==> config.mk <==
export PLATFORM = sky130hd
export DESIGN_NAME = text_console_char_writer
export DESIGN_NICKNAME = d
export VERILOG_FILES = /design/src/rtl/tcw_pkg.sv /design/src/rtl/tcw_front.sv /design/src/rtl/tcw_queue.sv /design/src/rtl/tcw_back.sv /design/src/rtl/text_console_char_writer.sv
export SDC_FILE = /design/constraint.sdc
export NUM_CORES = 1
export LEC_CHECK = 0
export BUFFER_PORTS_ARGS = -buffer_cell sky130_fd_sc_hd__buf_2
export CORE_MARGIN = 2
export CORE_UTILIZATION = 61
export DETAILED_ROUTE_END_ITERATION = 7
export MAX_ROUTING_LAYER = met4
export PLACE_DENSITY = 0.86
export SYNTH_ARGS = -nofsm -noshare
export SYNTH_HDL_FRONTEND = slang
export SYNTH_SLANG_ARGS = --single-unit
export TNS_END_PERCENT = 1
==> constraint.sdc <==
create_clock -name i_clk -period 7.59 [get_ports i_clk]
set_input_delay 0.759 -clock i_clk [delete_from_list [all_inputs] [get_ports i_clk]]
set_output_delay 0.759 -clock i_clk [all_outputs]
set_load 0.005 [all_outputs]
==> src/rtl/tcw_pkg.sv <==
// Shared types and constants for the text console character writer.
`timescale 1ns / 1ps
`default_nettype none

package tcw_pkg;

    localparam int COL_W   = 7;
    localparam int ROW_W   = 5;
    localparam int GLYPH_W = 8;
    localparam int TAB_W   = 5;
    localparam int CNT_W   = 5;

    localparam logic [GLYPH_W-1:0] CH_NL    = 8'd10;
    localparam logic [GLYPH_W-1:0] CH_CR    = 8'd13;
    localparam logic [GLYPH_W-1:0] CH_TAB   = 8'd9;
    localparam logic [GLYPH_W-1:0] CH_SPACE = 8'd32;

    localparam logic [TAB_W-1:0] MAX_TAB   = 5'd16;
    localparam logic [TAB_W-1:0] TAB_RESET = 5'd4;

    // register byte addresses
    localparam logic [2:0] ADDR_MODE = 3'd0;
    localparam logic [2:0] ADDR_TAB  = 3'd4;

    localparam int Q_DEPTH = 2;
    localparam int Q_AW    = $clog2(Q_DEPTH);

    typedef enum logic [1:0] {
        OP_PUT,
        OP_NEWLINE,
        OP_RETURN,
        OP_NONE
    } t_op_kind;

    typedef enum logic [1:0] {
        CMD_WRITE  = 2'd0,
        CMD_CLEAR  = 2'd1,
        CMD_STATUS = 2'd2
    } t_cmd;

    typedef struct packed {
        logic             mode;
        logic [TAB_W-1:0] tab_width;
    } t_cfg;

    typedef struct packed {
        t_op_kind           kind;
        logic               bottom;
        logic [GLYPH_W-1:0] glyph;
        logic [CNT_W-1:0]   count;
        logic               eob;
    } t_op;

    typedef struct packed {
        t_cmd               cmd;
        logic [ROW_W-1:0]   phys_row;
        logic [COL_W-1:0]   col;
        logic [GLYPH_W-1:0] glyph;
        logic [COL_W-1:0]   cursor_col;
        logic [ROW_W-1:0]   cursor_row;
        logic [ROW_W-1:0]   top_row;
        logic               refresh;
        logic               last;
    } t_result;

endpackage

`default_nettype wire

==> src/rtl/tcw_front.sv <==
// Front end: input handshake and character classification.
`timescale 1ns / 1ps
`default_nettype none

module tcw_front (
    input  wire tcw_pkg::t_cfg                   i_cfg,
    input  wire                                  i_valid,
    input  wire  [tcw_pkg::GLYPH_W-1:0]          i_char_code,
    input  wire                                  i_end_of_batch,
    input  wire                                  i_q_full,
    output logic                                 o_stall,
    output logic                                 o_push,
    output tcw_pkg::t_op                         o_op
);

    logic [tcw_pkg::TAB_W-1:0] tab_n;

    assign o_stall = i_q_full;
    assign o_push  = i_valid && !i_q_full;

    always_comb begin
        tab_n = (i_cfg.tab_width > tcw_pkg::MAX_TAB) ? tcw_pkg::MAX_TAB : i_cfg.tab_width;

        o_op.kind   = tcw_pkg::OP_PUT;
        o_op.bottom = i_cfg.mode;
        o_op.glyph  = i_char_code;
        o_op.count  = tcw_pkg::CNT_W'(1);
        o_op.eob    = i_end_of_batch;

        if (i_char_code == tcw_pkg::CH_NL) begin
            o_op.kind = tcw_pkg::OP_NEWLINE;
        end else if (i_char_code == tcw_pkg::CH_CR && !i_cfg.mode) begin
            o_op.kind = tcw_pkg::OP_RETURN;
        end else if (i_char_code == tcw_pkg::CH_TAB) begin
            o_op.glyph = tcw_pkg::CH_SPACE;
            o_op.count = tcw_pkg::CNT_W'(tab_n);
            // zero-width tab writes nothing
            o_op.kind  = (tab_n == '0) ? tcw_pkg::OP_NONE : tcw_pkg::OP_PUT;
        end
    end

endmodule

`default_nettype wire

==> src/rtl/tcw_queue.sv <==
// Short register queue between the front end and the write sequencer.
`timescale 1ns / 1ps
`default_nettype none

module tcw_queue (
    input  wire               i_clk,
    input  wire               i_rst_n,
    input  wire               i_push,
    input  wire tcw_pkg::t_op i_op,
    input  wire               i_pop,
    output logic              o_full,
    output logic              o_not_empty,
    output tcw_pkg::t_op      o_op
);

    tcw_pkg::t_op              r_mem [tcw_pkg::Q_DEPTH];
    logic [tcw_pkg::Q_AW-1:0]  r_wr;
    logic [tcw_pkg::Q_AW-1:0]  r_rd;
    logic [tcw_pkg::Q_AW:0]    r_cnt;

    assign o_full      = (r_cnt == (tcw_pkg::Q_AW+1)'(tcw_pkg::Q_DEPTH));
    assign o_not_empty = (r_cnt != '0);
    assign o_op        = r_mem[r_rd];

    always_ff @(posedge i_clk) begin
        if (i_push) begin
            r_mem[r_wr] <= i_op;
        end
    end

    always_ff @(posedge i_clk) begin
        if (!i_rst_n) begin
            r_wr  <= '0;
            r_rd  <= '0;
            r_cnt <= '0;
        end else begin
            if (i_push) begin
                r_wr <= r_wr + 1'b1;
            end
            if (i_pop) begin
                r_rd <= r_rd + 1'b1;
            end
            case ({i_push, i_pop})
                2'b10:   r_cnt <= r_cnt + 1'b1;
                2'b01:   r_cnt <= r_cnt - 1'b1;
                default: r_cnt <= r_cnt;
            endcase
        end
    end

endmodule

`default_nettype wire

==> src/rtl/tcw_back.sv <==
// Write sequencer: cursor/ring state, one store command per cycle unless stalled, output register.
`timescale 1ns / 1ps
`default_nettype none

module tcw_back #(
    parameter int COLS = 80,
    parameter int ROWS = 25
) (
    input  wire               i_clk,
    input  wire               i_rst_n,
    input  wire               i_op_valid,
    input  wire tcw_pkg::t_op i_op,
    output logic              o_pop,
    input  wire               i_stall,
    output logic              o_valid,
    output tcw_pkg::t_result  o_res
);

    localparam int COL_W = tcw_pkg::COL_W;
    localparam int ROW_W = tcw_pkg::ROW_W;
    localparam logic [COL_W-1:0] LAST_COL = COL_W'(COLS - 1);
    localparam logic [ROW_W-1:0] LAST_ROW = ROW_W'(ROWS - 1);
    localparam logic [COL_W:0]   COLS_X   = (COL_W+1)'(COLS);
    localparam logic [ROW_W:0]   ROWS_X   = (ROW_W+1)'(ROWS);

    // committed state (after every popped character)
    logic [COL_W-1:0] r_cur_col, n_cur_col;
    logic [ROW_W-1:0] r_cur_row, n_cur_row;
    logic [COL_W-1:0] r_bot_col, n_bot_col;
    logic [ROW_W-1:0] r_top,     n_top;

    // walking copy used while the words of one character go out
    logic                        r_busy, n_busy;
    logic                        r_bottom, n_bottom;
    logic                        r_status, n_status;
    logic                        r_clr, n_clr;
    logic [tcw_pkg::CNT_W-1:0]   r_cnt, n_cnt;
    logic [COL_W-1:0]            r_w_col, n_w_col;
    logic [ROW_W-1:0]            r_w_row, n_w_row;
    logic [ROW_W-1:0]            r_w_top, n_w_top;
    logic [tcw_pkg::GLYPH_W-1:0] r_glyph, n_glyph;
    logic                        r_eob, n_eob;

    logic             r_out_valid;
    tcw_pkg::t_result r_out;
    tcw_pkg::t_result res;

    logic             step;
    logic [ROW_W-1:0] rr;
    logic [ROW_W:0]   row_sum;
    logic [ROW_W-1:0] phys;
    logic [ROW_W-1:0] w_top_inc;
    logic             at_edge;
    logic             scroll_w;

    logic [COL_W-1:0] base_col;
    logic [COL_W:0]   col_sum;
    logic             col_wrap;
    logic [COL_W-1:0] col_new;
    logic [ROW_W-1:0] top_inc;
    logic             row_last;

    assign o_valid = r_out_valid;
    assign o_res   = r_out;

    // one result word from the walking copy
    always_comb begin
        rr        = r_bottom ? LAST_ROW : r_w_row;
        row_sum   = {1'b0, r_w_top} + {1'b0, rr};
        phys      = (row_sum >= ROWS_X) ? ROW_W'(row_sum - ROWS_X) : row_sum[ROW_W-1:0];
        w_top_inc = (r_w_top == LAST_ROW) ? '0 : r_w_top + 1'b1;
        at_edge   = (r_w_col == LAST_COL);
        scroll_w  = at_edge && (r_bottom || r_w_row == LAST_ROW);

        res.cmd        = tcw_pkg::CMD_STATUS;
        res.phys_row   = '0;
        res.col        = '0;
        res.glyph      = '0;
        res.cursor_col = r_cur_col;
        res.cursor_row = r_cur_row;
        res.top_row    = r_top;
        res.last       = 1'b1;

        n_w_col = r_w_col;
        n_w_row = r_w_row;
        n_w_top = r_w_top;
        n_cnt   = r_cnt;
        n_clr   = r_clr;

        if (r_status) begin
            res.last = 1'b1;
        end else if (r_clr) begin
            res.cmd      = tcw_pkg::CMD_CLEAR;
            res.phys_row = r_w_top;
            res.glyph    = tcw_pkg::CH_SPACE;
            res.last     = (r_cnt == '0);
            n_w_top      = w_top_inc;
            n_clr        = 1'b0;
        end else begin
            res.cmd      = tcw_pkg::CMD_WRITE;
            res.phys_row = phys;
            res.col      = r_w_col;
            res.glyph    = r_glyph;
            res.last     = (r_cnt == tcw_pkg::CNT_W'(1)) && !scroll_w;
            n_cnt        = r_cnt - 1'b1;
            if (at_edge) begin
                n_w_col = '0;
                if (scroll_w) begin
                    n_clr = 1'b1;
                end else begin
                    n_w_row = r_w_row + 1'b1;
                end
            end else begin
                n_w_col = r_w_col + 1'b1;
            end
        end
        res.refresh = r_eob && res.last;
    end

    assign step  = r_busy && (!r_out_valid || !i_stall);
    assign o_pop = i_op_valid && (!r_busy || (step && res.last));

    // committed state after the popped character
    always_comb begin
        base_col = i_op.bottom ? r_bot_col : r_cur_col;
        col_sum  = {1'b0, base_col} + (COL_W+1)'(i_op.count);
        col_wrap = (col_sum >= COLS_X);
        col_new  = col_wrap ? COL_W'(col_sum - COLS_X) : col_sum[COL_W-1:0];
        top_inc  = (r_top == LAST_ROW) ? '0 : r_top + 1'b1;
        row_last = (r_cur_row == LAST_ROW);

        n_cur_col = r_cur_col;
        n_cur_row = r_cur_row;
        n_bot_col = r_bot_col;
        n_top     = r_top;

        unique case (i_op.kind)
            tcw_pkg::OP_NEWLINE: begin
                if (i_op.bottom) begin
                    n_top     = top_inc;
                    n_bot_col = '0;
                end else begin
                    n_cur_col = '0;
                    if (row_last) begin
                        n_top     = top_inc;
                        n_bot_col = '0;
                    end else begin
                        n_cur_row = r_cur_row + 1'b1;
                    end
                end
            end
            tcw_pkg::OP_RETURN: begin
                n_cur_col = '0;
            end
            tcw_pkg::OP_PUT: begin
                if (i_op.bottom) begin
                    n_bot_col = col_new;
                    if (col_wrap) begin
                        n_top = top_inc;
                    end
                end else begin
                    n_cur_col = col_new;
                    if (col_wrap) begin
                        if (row_last) begin
                            n_top     = top_inc;
                            n_bot_col = '0;
                        end else begin
                            n_cur_row = r_cur_row + 1'b1;
                        end
                    end
                end
            end
            default: begin
            end
        endcase
    end

    // walking copy: load on pop, else advance on each word
    always_comb begin
        n_busy   = r_busy;
        n_bottom = r_bottom;
        n_status = r_status;
        n_glyph  = r_glyph;
        n_eob    = r_eob;
        if (step && res.last) begin
            n_busy = 1'b0;
        end
        if (o_pop) begin
            n_busy   = 1'b1;
            n_bottom = i_op.bottom;
            n_glyph  = i_op.glyph;
            n_eob    = i_op.eob;
            n_status = (i_op.kind == tcw_pkg::OP_NONE) || (i_op.kind == tcw_pkg::OP_RETURN)
                    || (i_op.kind == tcw_pkg::OP_NEWLINE && !i_op.bottom && !row_last);
        end
    end

    always_ff @(posedge i_clk) begin
        if (!i_rst_n) begin
            r_cur_col   <= '0;
            r_cur_row   <= '0;
            r_bot_col   <= '0;
            r_top       <= '0;
            r_busy      <= 1'b0;
            r_out_valid <= 1'b0;
        end else begin
            r_busy <= n_busy;
            if (o_pop) begin
                r_cur_col <= n_cur_col;
                r_cur_row <= n_cur_row;
                r_bot_col <= n_bot_col;
                r_top     <= n_top;
            end
            if (step) begin
                r_out_valid <= 1'b1;
            end else if (!i_stall) begin
                r_out_valid <= 1'b0;
            end
        end
    end

    always_ff @(posedge i_clk) begin
        r_bottom <= n_bottom;
        r_status <= n_status;
        r_glyph  <= n_glyph;
        r_eob    <= n_eob;
        if (step) begin
            r_out <= res;
        end
        if (o_pop) begin
            r_w_col <= base_col;
            r_w_row <= r_cur_row;
            r_w_top <= r_top;
            r_cnt   <= (i_op.kind == tcw_pkg::OP_PUT) ? i_op.count : '0;
            r_clr   <= (i_op.kind == tcw_pkg::OP_NEWLINE) && (i_op.bottom || row_last);
        end else if (step) begin
            r_w_col <= n_w_col;
            r_w_row <= n_w_row;
            r_w_top <= n_w_top;
            r_cnt   <= n_cnt;
            r_clr   <= n_clr;
        end
    end

endmodule

`default_nettype wire

==> src/rtl/text_console_char_writer.sv <==
// Text console character writer: character bytes in, character store commands out.
//
// Input channel: i_valid / o_stall carry one character word (i_char_code,
// i_end_of_batch). Output channel: o_valid / i_stall carry one command word
// (write character, clear row, or status only) with the cursor and top row
// as they stand after the whole character. o_last marks the final word of a
// character; o_refresh copies end_of_batch on that word.
// Registers on the APB port: mode at 0x0, tab width at 0x4; the user must
// write them only while the block is idle, which the block does not enforce.
// With the sequencer idle, the first word of a character passes the queue,
// the walking copy and the output register. The write sequencer sends one
// word per cycle while the receiver does not stall: a plain character,
// return or newline gives one word, a tab gives tab_width words (16 at most,
// one status word for a zero width) and a wrap that scrolls adds a row clear.
// A two-word queue lets input be taken while the sequencer works.
// Reset clears the cursor, bottom column and top row and sets tab width 4.
// When the receiver stalls, the output word holds and the queue fills, then
// o_stall rises.
`timescale 1ns / 1ps
`default_nettype none

module text_console_char_writer #(
    parameter int COLS = 80,
    parameter int ROWS = 25
) (
    input  wire                            i_clk,
    input  wire                            i_rst_n,
    input  wire                            i_valid,
    output logic                           o_stall,
    input  wire  [tcw_pkg::GLYPH_W-1:0]    i_char_code,
    input  wire                            i_end_of_batch,
    output logic                           o_valid,
    input  wire                            i_stall,
    output logic [1:0]                     o_cmd,
    output logic [tcw_pkg::ROW_W-1:0]      o_phys_row,
    output logic [tcw_pkg::COL_W-1:0]      o_col,
    output logic [tcw_pkg::GLYPH_W-1:0]    o_glyph,
    output logic [tcw_pkg::COL_W-1:0]      o_cursor_col,
    output logic [tcw_pkg::ROW_W-1:0]      o_cursor_row,
    output logic [tcw_pkg::ROW_W-1:0]      o_top_row,
    output logic                           o_refresh,
    output logic                           o_last,
    input  wire                            psel,
    input  wire                            penable,
    input  wire                            pwrite,
    input  wire  [2:0]                     paddr,
    input  wire  [31:0]                    pwdata,
    output logic [31:0]                    prdata,
    output logic                           pready
);

    tcw_pkg::t_cfg    r_cfg;
    tcw_pkg::t_op     front_op;
    tcw_pkg::t_op     q_op;
    tcw_pkg::t_result res;
    logic             push;
    logic             pop;
    logic             q_full;
    logic             q_not_empty;
    logic             cfg_wr;

    assign pready = 1'b1;
    assign cfg_wr = psel && penable && pwrite && pready;

    always_ff @(posedge i_clk) begin
        if (!i_rst_n) begin
            r_cfg.mode      <= 1'b0;
            r_cfg.tab_width <= tcw_pkg::TAB_RESET;
        end else if (cfg_wr) begin
            if (paddr[2] == tcw_pkg::ADDR_TAB[2]) begin
                r_cfg.tab_width <= pwdata[tcw_pkg::TAB_W-1:0];
            end else begin
                r_cfg.mode <= pwdata[0];
            end
        end
    end

    always_comb begin
        if (paddr[2] == tcw_pkg::ADDR_MODE[2]) begin
            prdata = {31'd0, r_cfg.mode};
        end else begin
            prdata = {{(32-tcw_pkg::TAB_W){1'b0}}, r_cfg.tab_width};
        end
    end

    tcw_front u_front (
        .i_cfg          (r_cfg),
        .i_valid        (i_valid),
        .i_char_code    (i_char_code),
        .i_end_of_batch (i_end_of_batch),
        .i_q_full       (q_full),
        .o_stall        (o_stall),
        .o_push         (push),
        .o_op           (front_op)
    );

    tcw_queue u_queue (
        .i_clk       (i_clk),
        .i_rst_n     (i_rst_n),
        .i_push      (push),
        .i_op        (front_op),
        .i_pop       (pop),
        .o_full      (q_full),
        .o_not_empty (q_not_empty),
        .o_op        (q_op)
    );

    tcw_back #(
        .COLS (COLS),
        .ROWS (ROWS)
    ) u_back (
        .i_clk      (i_clk),
        .i_rst_n    (i_rst_n),
        .i_op_valid (q_not_empty),
        .i_op       (q_op),
        .o_pop      (pop),
        .i_stall    (i_stall),
        .o_valid    (o_valid),
        .o_res      (res)
    );

    assign o_cmd        = res.cmd;
    assign o_phys_row   = res.phys_row;
    assign o_col        = res.col;
    assign o_glyph      = res.glyph;
    assign o_cursor_col = res.cursor_col;
    assign o_cursor_row = res.cursor_row;
    assign o_top_row    = res.top_row;
    assign o_refresh    = res.refresh;
    assign o_last       = res.last;

    a_status_is_last: assert property (@(posedge i_clk) disable iff (!i_rst_n)
        (o_valid && o_cmd == tcw_pkg::CMD_STATUS) |-> o_last)
        else $error("status word not marked last");

    a_write_in_range: assert property (@(posedge i_clk) disable iff (!i_rst_n)
        (o_valid && o_cmd == tcw_pkg::CMD_WRITE) |->
            (o_phys_row < tcw_pkg::ROW_W'(ROWS) && o_col < tcw_pkg::COL_W'(COLS)))
        else $error("write outside the character store");

    a_cursor_in_range: assert property (@(posedge i_clk) disable iff (!i_rst_n)
        o_valid |-> (o_cursor_col < tcw_pkg::COL_W'(COLS)
                  && o_cursor_row < tcw_pkg::ROW_W'(ROWS)
                  && o_top_row < tcw_pkg::ROW_W'(ROWS)))
        else $error("cursor or top row out of range");

    a_refresh_only_last: assert property (@(posedge i_clk) disable iff (!i_rst_n)
        (o_valid && o_refresh) |-> o_last)
        else $error("refresh on a word that is not last");

endmodule

`default_nettype wire

### Word-level counts from Yosys, hierarchy flattened

Memories as Yosys holds them, arrays and structs flattened. A register that Yosys moved wholly into a read port is not among the register bits.
Index checks and enable logic that the tools add are counted.

| operators by class | value |
|---|---|
| add/subtract/negate cells | 14 |
| $lt $le $gt $ge | 3 |
| eq/ne operators | 23 |
| muxes and demuxes | 73 |
| bitwise logic cells | 1 |
| reduce and logical (&&, ||, !) cells | 49 |

Operators with widths:

| operator | count |
|---|---|
| $mux W5 | 30 |
| $mux W7 | 13 |
| $mux W13 | 3 |
| $eq A8 B4 Y1 const B | 3 |
| $pmux W7 S3 | 1 |
| $add A5 B1 Y5 const B | 4 |
| $eq A5 B5 Y1 const B | 4 |
| $pmux W5 S2 | 2 |
| $mux W1 | 16 |
| $pmux W7 S2 | 1 |
| $reduce_bool A2 Y1 | 7 |
| $logic_and A1 B1 Y1 | 13 |
| $mux W6 | 2 |
| $reduce_and A3 Y1 | 4 |
| $logic_not A5 Y1 | 2 |
| $ne A2 B2 Y1 const B | 5 |
| $reduce_and A5 Y1 | 2 |
| $add A7 B5 Y8 | 1 |
| $eq A2 B2 Y1 const B | 4 |
| $ge A8 B7 Y1 const B | 1 |
| $logic_not A1 Y1 | 8 |
| $mux W2 | 4 |
| $add A7 B1 Y7 const B | 1 |
| $eq A7 B7 Y1 const B | 1 |
| other kinds (21) | 31 |

| word-level totals | value |
|---|---|
| flip-flop bits (word level) | 111 |
| RAM bits | 34 |
| input bits | 51 |
| output and inout port bits | 76 |
| memories | 1 |

Memories:

| name | words | width | rd ports | clocked after memory_dff | wr ports | line | text |
|---|---|---|---|---|---|---|---|
| u_queue.r_mem | 2 | 17 | 1 | 1 | 1 | tcw_queue.sv:16 | `tcw_pkg::t_op r_mem [tcw_pkg::Q_DEPTH];` |

### Longest topological paths before layout

Gate-level depths: netlist of the first run.

| depth | value |
|---|---|
| depth after elaboration | 12 |
| depth in mapped cells | 20 |
| mapped depth without buffers | 17 |

### By module

Synthesis of the first run repeated with hierarchy kept, for this count alone.

| second synthesis, totals | value |
|---|---|
| cells, all modules | 637 |
| area total of the unflattened synthesis | 7,554.7 µm² |

Modules (own cells, without submodules):

| module | instances | cells an instance | area an instance (µm²) | seq. area each (µm²) |
|---|---|---|---|---|
| tcw_back | 1 | 470 | 5,377.7 | 2,772.7 |
| tcw_queue | 1 | 75 | 1,441.4 | 1,121.1 |
| text_console_char_writer | 1 | 61 | 520.5 | 120.1 |
| tcw_front | 1 | 31 | 215.2 | 0.0 |

### Worst setup path after synthesis of the first run

No wires, ideal clock.

| path | value |
|---|---|
| kind | register to register |
| from | reg (tool-made name) |
| to | reg u_back.r_top[0] |
| library setup time | 0.070 ns |
| data arrival time | 4.344 ns |
| setup slack | 3.175 ns |
| stages on the path, launching flop included | 21 |
| path buffers | 4 |
| clock period less this slack | 4.415 ns |
| cells stage by stage | dfxtp_1 -> buf_6 -> mux2i_4 -> buf_4 -> mux2_2 -> ha_1 -> clkbuf_1 -> or2_2 -> a21oi_1 -> a21oi_1 -> xor2_1 -> ha_1 -> nor3b_1 -> and2_1 -> nand4b_1 -> a21o_1 -> nand3_1 -> a21boi_2 -> buf_6 -> or4_1 -> a21oi_1 |

RTL lines:

| what | line | text |
|---|---|---|
| to (signal assigned) | tcw_back.sv:212 | `r_top <= n_top;` |
| to (decl) | tcw_back.sv:30 | `logic [ROW_W-1:0] r_top, n_top;` |

==> results of run 1 <==
## cell type report
class	instances	share of cell area, %
clock buffer	18	5.36
clock inverter	14	1.77
inverter	30	1.37
multi-input combinational	433	35.9
sequential	146	49.0
tap	143	2.18
timing repair buffer	71	4.40
## kinds of logic after synthesis
logic type / count (synthesis) / share of synthesized area, %
mux: 43 / 6.51
simple gates: 198 / 14.1
other cells: 2 / 0.103
flops: 146 / 55.1
compound gates: 109 / 9.93
fa+ha+maj: 29 / 5.19
buf+inv: 83 / 5.98
xor+xnor: 26 / 3.13
## layer usage
layer	global-route usage, %	wire, um
met5	-	0
met4	9.84	320
met1	28.3	5720
met2	38.3	7120
met3	5.89	1060
## power breakdown
group	switching [mW]	internal (mW)
sequential	0.162	1.18
clock	0.349	0.472
combinational	0.694	0.462
total	1.20	2.12
## per-stage QoR
| stage | total power [mW] | cell area (um2) | utilization [%] | cells | setup WS (ns) |
|---|---|---|---|---|---|
| after global placement | 2.42 | 7610 | 66.1 | 823 | 2.26 |
| after global routing | 3.53 | 8190 | 71.1 | 855 | 1.62 |
| after detailed placement | 2.49 | 7610 | 66.1 | 823 | 2.05 |
| final | 3.32 | 8190 | 71.1 | 855 | 1.96 |
| after CTS | 3.32 | 8190 | 71.1 | 855 | 2.00 |
| after floorplan | 2.19 | 7380 | - | 662 | 3.18 |
## cells in the mapped netlist (5+ instances only)
master and n:
a21o_1 5, a21oi_1 26, a22o_1 5, and2_1 27, and3_1 7, buf_1 5, buf_4 29, clkbuf_1 17
dfxtp_1 37, edfxtp_1 109, ha_1 27, inv_1 30, mux2_2 21, mux2i_1 20, nand2_1 41, nand2b_1 6
nand3_1 30, nand4_1 6, nor2_1 38, nor2b_1 8, nor3_1 9, o21ai_0 29, o31ai_1 8, xnor2_1 15
xor2_1 11
## final timing paths
kind                         endpoint  slack [ns]
setup reg to reg  u_back.r_cur_row[4]        1.96
setup / recovery  u_back.r_cur_row[4]        1.96
hold / removal    u_back.r_bot_col[2]        0.47
hold reg to reg   u_back.r_bot_col[2]        0.47
## sequential cells by signal, summed over array words and instances, names as in the netlist, 2 cells and up, named ones only
name and cells:
u_back.o_res 41, u_queue.r_mem 34, u_back.r_glyph 8, u_back.r_bot_col 7, u_back.r_cur_col 7, u_back.r_w_col 7, r_cfg 6, u_back.r_cnt 5
u_back.r_cur_row 5, u_back.r_top 5, u_back.r_w_row 5, u_back.r_w_top 5, u_queue.r_cnt 2
==> metrics, run 1 <==
Yosys top cell area share approximately 45%; number of max-cap violations 0; Critical Path Sink Type flop; total global routing track utilization 23.6%; Tcrit/Tclk final 74.2%; Synth cell types 68; Final Hold Fails 0; min Tclk post-route 5.63 ns; 1st-iter DRT viols 543; max_slew headroom about 15%; final setup vio count 0; post-DP HPWL 9750 um; remaining antenna violation count 0; drt wl/cell approximately 17 um; fmax roughly 180 MHz; leakage 3.23 nW; Fin Clk Skew 0.00505 ns; register area share after synthesis 55.1%; clock net sink count 146; Worst path max stage delay 0.91 ns; synthesis-stage register bit count 146; # DRC 0; RSZ-0062 raised after global routing false; core area 0.0115 mm2; RD Place Congestion between 0.9 and 1; Synth Warn # 0; Clock Path Buffers 2; clock-pin slew on the worst setup and hold paths 0.06 ns; post_cts resized 0; worst hold path cell count 1; commonest non-fill, non-tap cells in the layout edfxtp_1, buf_2, nand2_1, nor2_1, dfxtp_1; Critical Path Source Type flop; most common cell after layout, fill and taps aside edfxtp_1; # nets final around 780; status finished, final reports clean; critical path's slowest cell dfxtp_1; fraction of layout cells with a size suffix above 1 19.7%; stages on the worst setup path 17; CTS Buf Count 17; PD cells 406 mW/mm2; syn avg cell area 11.5 um2; CTS Hold Buffers Added 0; critical setup path kind flop to flop; area of the multi-input gates 0.00294 mm2; Layout area overhead 12.4%; ys async rst share 0%; Clk Tree Root Cell clkbuf_16; cell type with the highest aggregate area in the netlist edfxtp_1; critical path cell sequence mux2i_4 -> mux2_2 -> ha_1 -> fa_1 -> nand3_1 -> mux2i_1 -> nor2_1 -> xnor2_1 -> ha_1 -> nor3b_1 -> and2_1 -> nand4b_1 -> a21o_1 -> nand3_1 -> a21boi_2 -> or4_1 -> a21oi_1; Crit path max-delay family simple AND/OR/NAND/NOR gates; pins over their slew limit 0; Worst Hold Slack between 0.4 and 0.5 ns; maximum number of pins on one net before global-route repair 47; Crit path required time approximately 7.9 ns; die area 0.0128 mm2; Vias between 4000 and 5000; number of antenna violations at the first check in global routing 0; CTS tree built; CP Max Fanout 17; hold crit path type flop to flop; Post-Synthesis Cell Area 0.00729 mm2; Sum Neg Setup Slack 0 ns; Die Height 113 um; Post-synth EDFFs 109; Pre-antenna DRT Iters 5; Tightest Pin Transition 1.27 ns; synth top area cells edfxtp_1, dfxtp_1, ha_1, mux2_2, buf_4; Vias/cell 5.84; Post-synth top flop edfxtp_1; filler cell count 751; Port Buffers 69; total wire length about 14000 um; critical hold path startpoint u_back.r_bot_col[2]; I/O Pins 127; number of global-route vias before repair 4841; Syn Inst Count 636; Register Area 0.00401 mm2; Initial Utilization 63.3%; cell count of the worst reg-to-reg path 17; Die W about 110 um; row count 39; # diodes 0; Worst-Skew Late Latency 0.42 ns; GRT overflow 0; H-Tree Depth 4; worst path buffer plus inverter count 0; Post-CTS Setup Inserts 0; WP data arrival 5.97 ns; worst vdd ir about 0.16 mV; first-pass GRT wire length 22900 um
Note: power is estimated with default switching activity, not from simulation.
==> run 2: changes to the inputs <==
CORE_UTILIZATION = 56   (was 61)
PLACE_DENSITY = 0.8   (was 0.86)
clock period = 5.8 ns   (was 7.59 ns; I/O delays follow)
==> run 2 against run 1 <==
Effect of this change: sequential share of layout area shrank 0.49 points; non-clock buffer count grew 2; combinational power increased by 31%; first-iteration DRC count down 2.8%; critical endpoint is now u_back.r_cur_row[3]; highest routed layer unchanged; clock power increased by 39%; routed wire length hardly changed; design area grew 1.0%; worst setup slack got worse by 1.1 ns; maximum frequency up 15%; register-to-register slack got worse by 1.1 ns; count of clock-buffer cells in the layout stayed put.
==> metrics, run 2 (synthesis results as in run 1) <==
CP Max Fanout 13; post-DP HPWL 9890 um; Worst-Skew Late Latency approximately 0.42 ns; leakage 3.26 nW; # diodes 0; total global routing track utilization a little over a fifth; core area between 0.01 and 0.015 mm2; GRT overflow 0; Post-CTS Setup Inserts 0; pins over their slew limit 0; Vias/cell 5.60; Vias 4963; most common cell after layout, fill and taps aside edfxtp_1; flop-to-flop setup slack 0.90 ns; I/O Pins 127; Cell Int Power 2.88 mW; RD Place Congestion 0.850; final setup vio count 0; first-pass GRT wire length 23400 um; Clock Path Buffers 2; maximum number of pins on one net before global-route repair 42; critical path's slowest cell mux2i_4; Die W 118 um; worst vdd ir 0.250 mV; die area around 0.014 mm2; NetSw 1.53 mW; critical setup path kind flop to flop; max_slew headroom 17.7%; number of global-route vias before repair 4828; min Tclk post-route approximately 4.9 ns; row count 41; status finished, final reports clean; Comb pwr share roughly a third; PD cells ~530 mW/mm2; Clk pwr share around 26%; CTS Hold Buffers Added 0; fraction of layout cells with a size suffix above 1 around a fifth; met2 routed WL 7200 um; 1st-iter DRT viols 528; Metal-1 WL 5980 um; placed cell area 0.00766 mm2; fmax 204 MHz; Sw Ratio 34.6%; Layout area overhead 13.6%; post_cts resized 0; Final Hold Fails 0; Critical Path Sink Type flop; critical path cell sequence mux2i_4 -> mux2_2 -> ha_1 -> fa_1 -> nand3_1 -> mux2i_1 -> nor2_1 -> xnor2_1 -> ha_1 -> nor3b_1 -> and2_1 -> nand4b_1 -> a21o_1 -> nand3_1 -> a21boi_2 -> or4_1 -> a21oi_1; filler cell count 917; # nets final 781; Tcrit/Tclk final 84.6%; max FFs per register 41; final core utilization between 60% and 70%; Sum Neg Setup Slack 0 ns; H-Tree Depth 4; Critical Path Source Type flop; remaining antenna violation count 0; CTS tree built; hold crit path type input port to flop; Top Layer Used met4; Pre-antenna DRT Iters 7; Initial Utilization 57.5%; number of max-cap violations 0; design area 0.00827 mm2; met3 WL 833 um; commonest non-fill, non-tap cells in the layout edfxtp_1, buf_2, nand2_1, nor2_1, dfxtp_1; drt wl/cell 16.0 um; RSZ-0062 raised after global routing false; Worst path max stage delay 0.52 ns; clock-pin slew on the worst setup and hold paths 0.06 ns; sequential share of power 39.6%; WP data arrival 5.24 ns; Fin Clk Skew between 0.006 and 0.007 ns; Tightest Pin Transition 1.23 ns; total wire length 14200 um; Clk Tree Root Cell clkbuf_16; number of antenna violations at the first check in global routing 0; Crit path required time approximately 6.1 ns; Port Buffers 69; clock net sink count 146; CTS Buf Count 17; # DRC 0; Die Height 118 um
## run 2: cell types whose count changed in the layout (fill, tap and decap cells not counted), sizes merged
cell / delta
clkinv: +5
buf: +2
bufinv: +3
clkinvlp: -1
inv: -7
## run 2: layout make-up
| type | instances | area, um2 | area share [%] |
|---|---|---|---|
| Sequential cell | 146 | 4010 | 48.5 |
| Clock buffer | 18 | 429 | 5.19 |
| Multi-Input combinational cell | 433 | 2940 | 35.6 |
| Tap cell | 172 | 215 | 2.60 |
| Inverter | 30 | 113 | 1.36 |
| Clock inverter | 14 | 186 | 2.25 |
| Timing Repair Buffer | 73 | 375 | 4.54 |
## run 2: stage by stage
step | worst slack [ns] | hold slack, ns | total power [mW] | instances
after global placement | 1.14 | 0.448 | 3.19 | 854
after detailed placement | 0.994 | 0.466 | 3.26 | 854
final | 0.895 | 0.367 | 4.41 | 886
after floorplan | 1.39 | 0.418 | 2.87 | 662
after CTS | 0.938 | 0.360 | 4.41 | 886
after global routing | 0.607 | 0.363 | 4.68 | 886
## run 2: worst paths after layout
check / cells past startpoint / startpoint / endpoint
max reg2reg: 17 / flop / u_back.r_cur_row[3]
min reg2reg: 1 / u_back.r_bot_col[3] / u_back.r_bot_col[3]
min: 1 / i_end_of_batch / u_queue.r_mem[1][0]
max: 17 / flop / u_back.r_cur_row[3]
## run 2: worst max-delay path: cells and delay by family (launching register included)
kind,cells,cell delay (ns)
and+or+nand+nor,7,1.71
muxes,3,1.02
adders and majority gates,3,0.91
AOI/OAI and AO/OA,3,0.56
DFF,1,0.38
xor gates and xnor gates,1,0.23
## run 2: power groups by stage
stage               combinational [mW]  sequential, mW  clock, mW
global route                      1.71            1.78       1.19
global placement                  1.44            1.75          0
finish                            1.52            1.75       1.14
floorplan                         1.17            1.70          0
detailed placement                1.50            1.76          0
CTS                               1.52            1.74       1.15
## run 2: per-layer routing
layer	vias to the layer above	track usage, %
met5	-	-
met3	25	4.84
li1	2394	-
met2	177	35.4
met4	0	6.70
met1	2367	27.0
